## config.mk

```make
export PLATFORM = sky130hd
export DESIGN_NAME = plfd_delay
export DESIGN_NICKNAME = d
export VERILOG_FILES = /design/src/hw/rtl/point_line_foot_and_distance_top_defines.svh /design/src/hw/rtl/plfd_delay.sv
export SDC_FILE = /design/constraint.sdc
export NUM_CORES = 1
export LEC_CHECK = 0
export ABC_CLOCK_PERIOD_IN_PS = 1700
export BUFFER_PORTS_ARGS = -buffer_cell sky130_fd_sc_hd__buf_2
export CORE_UTILIZATION = 40
export DETAILED_ROUTE_END_ITERATION = 12
export HOLD_SLACK_MARGIN = 0.1
export PLACE_DENSITY_LB_ADDON = 0.2
export SYNTH_ARGS = -nofsm -noshare
export SYNTH_HDL_FRONTEND = slang
export SYNTH_SLANG_ARGS = --single-unit
```

## constraint.sdc

```tcl
create_clock -name clk_i -period 1.7 [get_ports clk_i]
set_clock_uncertainty 0.1 [all_clocks]
set_input_delay 0.17 -clock clk_i [delete_from_list [all_inputs] [get_ports clk_i]]
set_output_delay 0.17 -clock clk_i [all_outputs]
set_load 0.01 [all_outputs]
```

## src/hw/rtl/point_line_foot_and_distance_top_defines.svh

```systemverilog
// Assertion macros for the point/line foot and distance block.
`ifndef POINT_LINE_FOOT_AND_DISTANCE_TOP_DEFINES_SVH
`define POINT_LINE_FOOT_AND_DISTANCE_TOP_DEFINES_SVH

// Clocked on clk_i, off while rst_ni is low.
`define PLFD_ASSERT(lbl, prop, msg) \
  lbl: assert property (@(posedge clk_i) disable iff (!rst_ni) prop) else $error(msg);

// Same-cycle implication.
`define PLFD_ASSERT_IMP(lbl, ante, cons, msg) \
  `PLFD_ASSERT(lbl, (ante) |-> (cons), msg)

`endif

```

## src/hw/rtl/plfd_delay.sv

```systemverilog
// Fixed-length delay line.
module plfd_delay #(
  parameter int unsigned W = 8,
  parameter int unsigned N = 4
) (
  input  logic         clk_i,
  input  logic         rst_ni,
  input  logic [W-1:0] d_i,
  output logic [W-1:0] q_o
);

  logic [W-1:0] line_q [N];

  always_ff @(posedge clk_i or negedge rst_ni) begin
    if (!rst_ni) begin
      for (int k = 0; k < N; k++) begin
        line_q[k] <= '0;
      end
    end else begin
      line_q[0] <= d_i;
      for (int k = 1; k < N; k++) begin
        line_q[k] <= line_q[k-1];
      end
    end
  end

  assign q_o = line_q[N-1];

endmodule

```

==> flow_summary_export.csv <==
group,metric,value,unit
setup_path,cp_slowest_cell,"dfrtp_1",
setup_path,r2r-start,"line_q[26]",
synthesis,synth.avg_cell_area,21.5,sq um
synthesis,synth_area_leader_cell,"dfrtp_1",
global_routing,grt_pass1_vias,365,
setup_path,r2r-end,"line_q[18]",
sta,fin_crit,1.07,ns
synthesis,yosys-top-cells-count,"dfrtp_1 (32), buf_4 (8)",
finish,drive_above_1_share,36.9,%
clock_tree,htree_levels,2,
routing,vias,343,
setup_path,worst_ep_required_time,1.43,ns
floorplan,row_count,16,
setup_path,end_kind,"output pin",
outcome,outcome,"complete, no violations",
min_path,hold_end,"line_q[16]",
power,totalPowerFinal,1.30,mW
floorplan,die_area,0.00234,sq mm
setup_path,critPathMaxStageDelay,0.37,ns
global_routing,grt_remaining_overflow,0,
min_path,hold_class,"reg2reg",
synthesis,ys_ff_latch,32,
synthesis,synth_compound_area_share,0,%
synthesis,synth_ff_type,"dfrtp_1",
power,cellLeakagePower,0.515,nW
synthesis,yosys.area_share.simple,0,%
setup_path,criticalPathCategory,"reg2out",
finish,multiInputGateArea,0,sq um
finish,syn2layout_area_growth,24.9,%
clock_tree,cts_tree,"done",
power,power_per_cell_area,1210,mW/mm^2
sta,worst_slew_pin_slew,0.646,ns
synthesis,synth-edff-count,0,
floorplan,die_w,48.4,microns
sta,maxSlewViolCount,0,
min_path,min_path_cells,0,
synthesis,ys_top_cells_by_area,"dfrtp_1 (93%), buf_4 (7.0%)",
sta,setup_tns,0,ns
floorplan,ios,18,
setup_path,r2r_slack,1.12,ns
synthesis,syn_area,861,sq um
sta,rsz0062_at_grt,"no",
routing,routed_wl,806,microns
clock_tree,root_buffer,"clkbuf_4",
routing,drt_iter0_markers,1,
floorplan,coreArea,0.00200,sq mm
clock_tree,path_clk_slew,0.08,ns
synthesis,netlist_instances,40,
synthesis,muxShareOfSynthArea,0,%
routing,post_drt_via_cell_ratio,3.73,
sta,fin_crit_sh,63.1,%
setup_path,critPathTopFamily,"flip-flops",
synthesis,synth_top_area_share,93.0,%
global_routing,grt_pass1_wl,1410,microns
synthesis,yosys.area_share.adder,0,%
sta,maxSlewHeadroom,57.0,%
setup_path,path_buf_inv,1,
finish,multi_input_gates,0,
global_routing,antenna_found_initial,0,
synthesis,ys_types,2,
clock_tree,clk_latency,0.30,ns
synthesis,syn_nets,50,
routing,wl_per_cell,8.76,microns
floorplan,die_height,48.4,microns
setup_path,crit_cells,1,
synthesis,async_reset_ff_share,100,%
job,drv_cap,0,
sta,finalSetupViolCount,0,
floorplan,initial_core_util,43.0,%
synthesis,synth_xor_area_share,0,%
clock_tree,cts_buffer_depth,2,
global_routing,track_usage,9.29,%
min_path,hp-start,"line_q[24]",
sta,hold_viol,0,
setup_path,cp.arrival,0.80,ns
sta,fmax,933,MHz
setup_path,cp_cell_sequence,"buf_2",
setup_path,reg2reg_depth,0,
routing,drt_pass1_iterations,4,
setup_path,critPathLaunchType,"flop",
finish,final_nets,75,
routing,ant_nets,0,
synthesis,synth_top_family_by_area,"buffers and inverters",
placement,portBuffers,17,
global_routing,grt_max_degree,33,
synthesis,yosys_warnings,0,
finish,diodes,0,
finish,fillerInstances,167,
synthesis,synth.most_common_cell,"dfrtp_1",
routing,drc,0,
synthesis,ys_seq_area_share,93.0,%
placement,gp_congestion,0.603,
clock_tree,cts_buffers,5,
clock_tree,cts_sinks,32,
power,ir_worst_vdd,0.695,mV
setup_path,path_max_fanout,1,
logic make-up (layout without fill, tap and decap cells):
| kind of cell | count (synthesis) | in the layout |
|---|---|---|
| DFF | 32 | 32 |
| buffers and inverters | 8 | 33 |
repair_timing:
| item | in CTS | in global routing |
|---|---|---|
| setup endpoints to repair | 0 | 0 |
| endpoints found under the hold margin | 40 | 0 |
| hold buffers | 9 | 0 |
| gates resized for setup | 0 | 0 |
| buffers inserted | 0 | 0 |
registers in the layout, indices dropped and copies added, names as in the netlist:
register  flops
q_o           8
line_q       24
through the flow:
step / hold WS (ns) / cell area [sq um] / cells / util [%] / worst slack (ns)
after CTS: 0.254 / 1070 / 92 / 53.7 / 0.613
after floorplan: -0.226 / 861 / 40 / - / 0.963
after global routing: 0.264 / 1070 / 92 / 53.7 / 0.591
after detailed placement: 0.131 / 920 / 76 / 45.9 / 0.926
after global placement: 0.118 / 920 / 76 / 45.9 / 0.955
final: 0.251 / 1070 / 92 / 53.7 / 0.628
report_power, final:
part	switching (mW)	internal, mW	leakage (nW)
Clock	0.208	0.234	0.0374
Combinational	0.0254	0.0270	0.104
Sequential	0.00835	0.798	0.373
Total	0.241	1.06	0.515
placed cells by master, fill, tap and decap left out:
cell	instances
buf_2	17
clkbuf_4	5
clkbuf_8	2
dfrtp_1	32
dlygate4sd3_1	9
cell type report:
class	count	area (sq um)	area share [%]
flip-flops and latches	32	801	74.5
repair buffers	26	175	16.3
clock buffers	7	65.1	6.05
well taps	27	33.8	3.14
worst max-delay path by stage:
stage | start | to | slack (ns)
floorplan | q_o[0] | q_o[0] | 0.96
global placement | rst_ni | q_o[1] | 0.95
detailed placement | rst_ni | q_o[6] | 0.93
CTS | q_o[7] | q_o[7] | 0.61
global route | q_o[0] | q_o[0] | 0.59
finish | q_o[7] | q_o[7] | 0.63
metal layers:
metal | wire length (microns) | vias up | global-route usage (%) | share of wire [%]
li1 | - | 164 | - | -
met1 | 309 | 157 | 8.19 | 38
met2 | 404 | 20 | 14.3 | 50
met3 | 82 | 2 | 7.55 | 10
met4 | 10 | 0 | 5.88 | 1.2
met5 | 0 | - | 0 | 0
No activity file was read; power rests on OpenSTA's default activity.
