==> src/hw/rtl/point_line_foot_and_distance_top_defines.svh <==
// Assertion macros for the point/line foot and distance block.
`ifndef POINT_LINE_FOOT_AND_DISTANCE_TOP_DEFINES_SVH
`define POINT_LINE_FOOT_AND_DISTANCE_TOP_DEFINES_SVH

// Clocked on clk_i, off while rst_ni is low.
`define PLFD_ASSERT(lbl, prop, msg) \
  lbl: assert property (@(posedge clk_i) disable iff (!rst_ni) prop) else $error(msg);

// Same-cycle implication.
`define PLFD_ASSERT_IMP(lbl, ante, cons, msg) \
  `PLFD_ASSERT(lbl, (ante) |-> (cons), msg)

`endif

==> src/hw/rtl/plfd_sqrt.sv <==
// Pipelined integer square root (floor), two operand bits per stage.
module plfd_sqrt #(
  parameter int unsigned IW = 68
) (
  input  logic            clk_i,
  input  logic [IW-1:0]   op_i,
  output logic [IW/2-1:0] root_o
);

  localparam int unsigned RN = IW / 2;
  localparam int unsigned RW = RN + 3;

  logic [RW-1:0] rem_q  [RN];
  logic [RN-1:0] root_q [RN];
  logic [IW-1:0] op_q   [RN];

  for (genvar k = 0; k < RN; k++) begin : g_step
    logic [RW-1:0] rem_s;
    logic [RN-1:0] root_s;
    logic [IW-1:0] op_s;
    logic [RW-1:0] t;
    logic [RW-1:0] trial;

    if (k == 0) begin : g_first
      assign rem_s  = '0;
      assign root_s = '0;
      assign op_s   = op_i;
    end else begin : g_next
      assign rem_s  = rem_q[k-1];
      assign root_s = root_q[k-1];
      assign op_s   = op_q[k-1];
    end

    assign t     = {rem_s[RW-3:0], op_s[IW-1:IW-2]};
    assign trial = RW'({root_s, 2'b01});

    always_ff @(posedge clk_i) begin
      if (t >= trial) begin
        rem_q[k]  <= t - trial;
        root_q[k] <= {root_s[RN-2:0], 1'b1};
      end else begin
        rem_q[k]  <= t;
        root_q[k] <= {root_s[RN-2:0], 1'b0};
      end
      op_q[k] <= {op_s[IW-3:0], 2'b00};
    end
  end

  assign root_o = root_q[RN-1];

endmodule

==> config.mk <==
export PLATFORM = sky130hd
export DESIGN_NAME = plfd_sqrt
export DESIGN_NICKNAME = d
export VERILOG_FILES = /design/src/hw/rtl/point_line_foot_and_distance_top_defines.svh /design/src/hw/rtl/plfd_sqrt.sv
export SDC_FILE = /design/constraint.sdc
export NUM_CORES = 2
export LEC_CHECK = 0
export BUFFER_PORTS_ARGS = -buffer_cell sky130_fd_sc_hd__buf_2
export CAP_MARGIN = 20
export CORE_ASPECT_RATIO = 2
export CORE_MARGIN = 3
export CORE_UTILIZATION = 58
export CTS_BUF_LIST = sky130_fd_sc_hd__clkbuf_2
export CTS_CLUSTER_SIZE = 30
export DETAILED_ROUTE_END_ITERATION = 10
export HOLD_SLACK_MARGIN = 0.08
export PLACE_DENSITY = 0.74
export SLEW_MARGIN = 20
export SYNTH_ARGS = -nofsm -noshare
export SYNTH_HDL_FRONTEND = slang
export SYNTH_MEMORY_MAX_BITS = 65536
export SYNTH_SLANG_ARGS = --single-unit
==> constraint.sdc <==
create_clock -name clk_i -period 4.25 [get_ports clk_i]
set_clock_uncertainty 0.1 [all_clocks]
set_input_delay 0.85 -clock clk_i [delete_from_list [all_inputs] [get_ports clk_i]]
set_output_delay 0.85 -clock clk_i [all_outputs]
set_load 0.02 [all_outputs]
==> impl_metrics.yaml <==
status:
  status: "completed"
pwr:
  p_switching_mw: 20.7
  powerDensity_nw_per_um2: 548
  seq_power_share_pct: 55.1
  combPwrFrac_pct: 18.6
  peakVddDrop_mv: 0.423
  clkPwrFrac_pct: 26.2
  p_int_mw: 42.2
  netSwitchingFraction_pct: 32.9
  p_leak_nw: 54.9
cts:
  root_buffer: "clkbuf_2"
  cts_sinks: 2819
  cts_tree: "yes"
  path_clk_slew_ns: 0.11
  cts-buffers-inserted: 601
  cts.path.max_buffers: 4
  clkLatencyLatePin_ns: 1.67
  cts_setup_buffers: 0
  htree_num_levels: 6
setup_path:
  cp_data_arrival_time_ns: 5.51
  crit_type: "flip-flop to flip-flop"
  critical-path-slowest-cell: "o31ai_2"
  crit_path_end_kind: "flip-flop"
  required_ns: 5.60
  path_buf_inv: 2
  rr_endpoint: "rem_q[10][41]"
  reg2regPathDepth: 10
  reg2reg_slack_ns: 0.1
  start_kind: "flip-flop"
  crit_family: "compound AO/OA/AOI/OAI gates"
  worstPathCellList: "inv_1, ha_1, nand4_1, or4_1, a221o_1, o2111ai_1, a41oi_1, o41a_1, buf_4, o31ai_2"
  path_max_fanout: 41
  r2r_start: "root_q[20][5]"
  crit_path_max_incr_delay_ns: 0.71
yosys:
  netlist.area_leader.share_pct: 54.2
  synth_top_family_by_area: "simple AND/OR/NAND/NOR gates"
  synthArstFlopShare_pct: 0
  synth_simple_gate_area_share_pct: 13.2
  ys_warn_count: 0
  synth_compound_area_share_pct: 12.6
  synth_edf_count: 0
  synthAdderAreaFrac_pct: 7.58
  synthTopCellsByArea: "dfxtp_1 (54%), ha_1 (7.6%), xor2_1 (4.1%)"
  avgSynthCellArea_sq_um: 10.0
  yosysUniqueCellTypes: 92
  synth_xor_xnor_area_share_pct: 7.77
  yosysSeqAreaShare_pct: 54.2
  ys_ff_latch: 2819
  syn_area_sq_um: 104000
  syn-num-nets: 11060
  muxShareOfSynthArea_pct: 0.988
  synth_ff_type: "dfxtp_1"
  yosys.area.top_type: "dfxtp_1"
  syn_inst: 10360
cells_and_area:
  fillCellCount: 14621
  nets: 11795
  drive_above_1_share_pct: 11.2
  final_util_pct: 64.4
  instances_no_fill: 13850
  mostFrequentLayoutCell: "dfxtp_1"
  multi_input_area_sq_um: 44000
  final_cell_mix: "dfxtp_1 (2817), clkbuf_2 (820), inv_1 (788)"
  seqCellArea_sq_um: 56400
  area_delta_synth_final_pct: 10.3
  fin_area_sq_um: 115000
route:
  post_drt_wl_per_cell_microns: 20.0
  first_pass_iters: 6
  drc: 0
  antenna_left: 0
  vias: 77004
  finalWirelength_microns: 276000
  viasPerCell: 5.56
  drtIter0Drc: 3527
sta:
  rsz0062_at_grt: "false"
  worstMarginPinSlew_ns: 1.05
  fmax_mhz: 241
  min_period_over_period_pct: 97.7
  layout_min_cycle_time_ns: 4.15
  relSlewSlack_pct: 29.3
  setup_viol: 0
  finalMaxSlewViolations: 0
  hold_viol: 0
hold_path:
  min_path_cells: 0
  min_to: "op_q[20][64]"
  worstHoldStart: "op_q[19][62]"
  hp-class: "flip-flop to flip-flop"
global_routing:
  grt_pass1_wl_microns: 426000
  grt_overflow_total: 0
  first_global_vias: 81109
  antenna_found_initial: 11
  grt_max_degree: 57
  grt_util_all_layers_pct: 29.5
placed_design:
  placed_area_sq_um: 107000
  routabilityCongestion: 0.987
  port_buffers: 102
  place_inst: 12642
  dp_hpwl_microns: 211000
floorplan:
  die-height_microns: 605
  start_util_pct: 58.4
  die_w_microns: 306
  core_area_sq_um: 178000
  pin_count: 103
  rows: 219
  dieArea_sq_um: 185000
run:
  drv_cap: 0
-- cells by family (layout without fill, tap and decap cells) --
kind of cell | Yosys count | after routing
DFF | 2819 | 2819
AOI/OAI and AO/OA | 2111 | 2111
buffers and inverters | 1019 | 2179
other | 1 | 11
xor gates and xnor gates | 924 | 924
and+or+nand+nor | 2762 | 2762
muxes | 93 | 93
adders and majority gates | 631 | 631
-- power by group through the flow --
stage	clock network, mW	logic, mW	registers, mW
final	16.5	11.7	34.7
after global routing	18.3	13.0	35.0
after CTS	17.0	11.6	34.6
after detailed placement	0	11.4	35.1
after global placement	0	11.2	35.1
after floorplan	0	8.71	33.3
-- stage by stage --
step	TNS, ns	hold slack [ns]	power, mW	worst slack (ns)
2_1_floorplan	0	0.210	42.0	0.849
3_3_place_gp	-0.403	0.210	46.3	-0.272
3_5_place_dp	-0.307	0.212	46.6	-0.191
4_1_cts	0	0.0806	63.2	0.135
5_1_grt	0	0.126	66.3	0.00113
6_report	0	0.164	62.9	0.0970
-- area by class of cell --
class / count / area share [%]
multi-input cells: 6522 / 38.3
flip-flops and latches: 2819 / 49.2
repair buffers: 361 / 2.56
clock buffers: 820 / 3.58
well taps: 2320 / 2.53
diodes: 10 / 0.0218
inverters: 790 / 2.58
clock inverters: 208 / 1.25
-- routing by layer --
metal | GRT usage (%) | wire length (microns) | up-vias
li1 | - | - | 37393
met1 | 23.0 | 82500 | 35841
met2 | 58.3 | 151000 | 2422
met3 | 5.11 | 10200 | 1344
met4 | 30.1 | 32500 | 4
met5 | 0 | 34 | -
-- worst max-delay path by stage --
stage                     to  depth (start not counted)            from
2_1_floorplan  rem_q[10][71]                         12  root_q[20][11]
3_3_place_gp   rem_q[10][41]                         10   root_q[20][4]
3_5_place_dp   rem_q[10][41]                         10   root_q[20][4]
4_1_cts        rem_q[10][41]                         10   root_q[20][4]
5_1_grt        rem_q[10][67]                         12   root_q[20][5]
6_report       rem_q[10][41]                         10   root_q[20][5]
-- flip-flops by register name, indices dropped and copies added, names as in the netlist --
signal / cells
root_q: 595
rem_q: 1102
op_q: 1122
-- Yosys cell counts, types with 22 or more instances --
library cell / n
ha_1: 631
and3_1: 54
or2_2: 52
xnor2_1: 440
nor3_1: 267
o211ai_1: 47
nand4_1: 111
nand2b_1: 121
nand2_1: 782
dfxtp_1: 2819
a21oi_1: 620
and2_1: 31
o21a_1: 102
o21ai_0: 581
a21o_1: 249
nor2_1: 613
nand4b_1: 22
nor3b_1: 28
or4_1: 71
or3_1: 89
inv_1: 788
a31oi_1: 61
nor4_1: 155
nand3b_1: 30
nor2b_1: 78
o21bai_1: 54
a211oi_1: 59
clkbuf_1: 211
xor2_1: 484
nand3_1: 181
and4_1: 26
o31ai_1: 78
mux2_2: 78
-- repair_timing --
action                                 4_1_cts  5_1_grt
setup endpoints to repair                    2       10
endpoints found under the hold margin       69        0
resized for setup                            2        3
hold buffers                               169        0
Note: power is estimated with default switching activity, not from simulation.
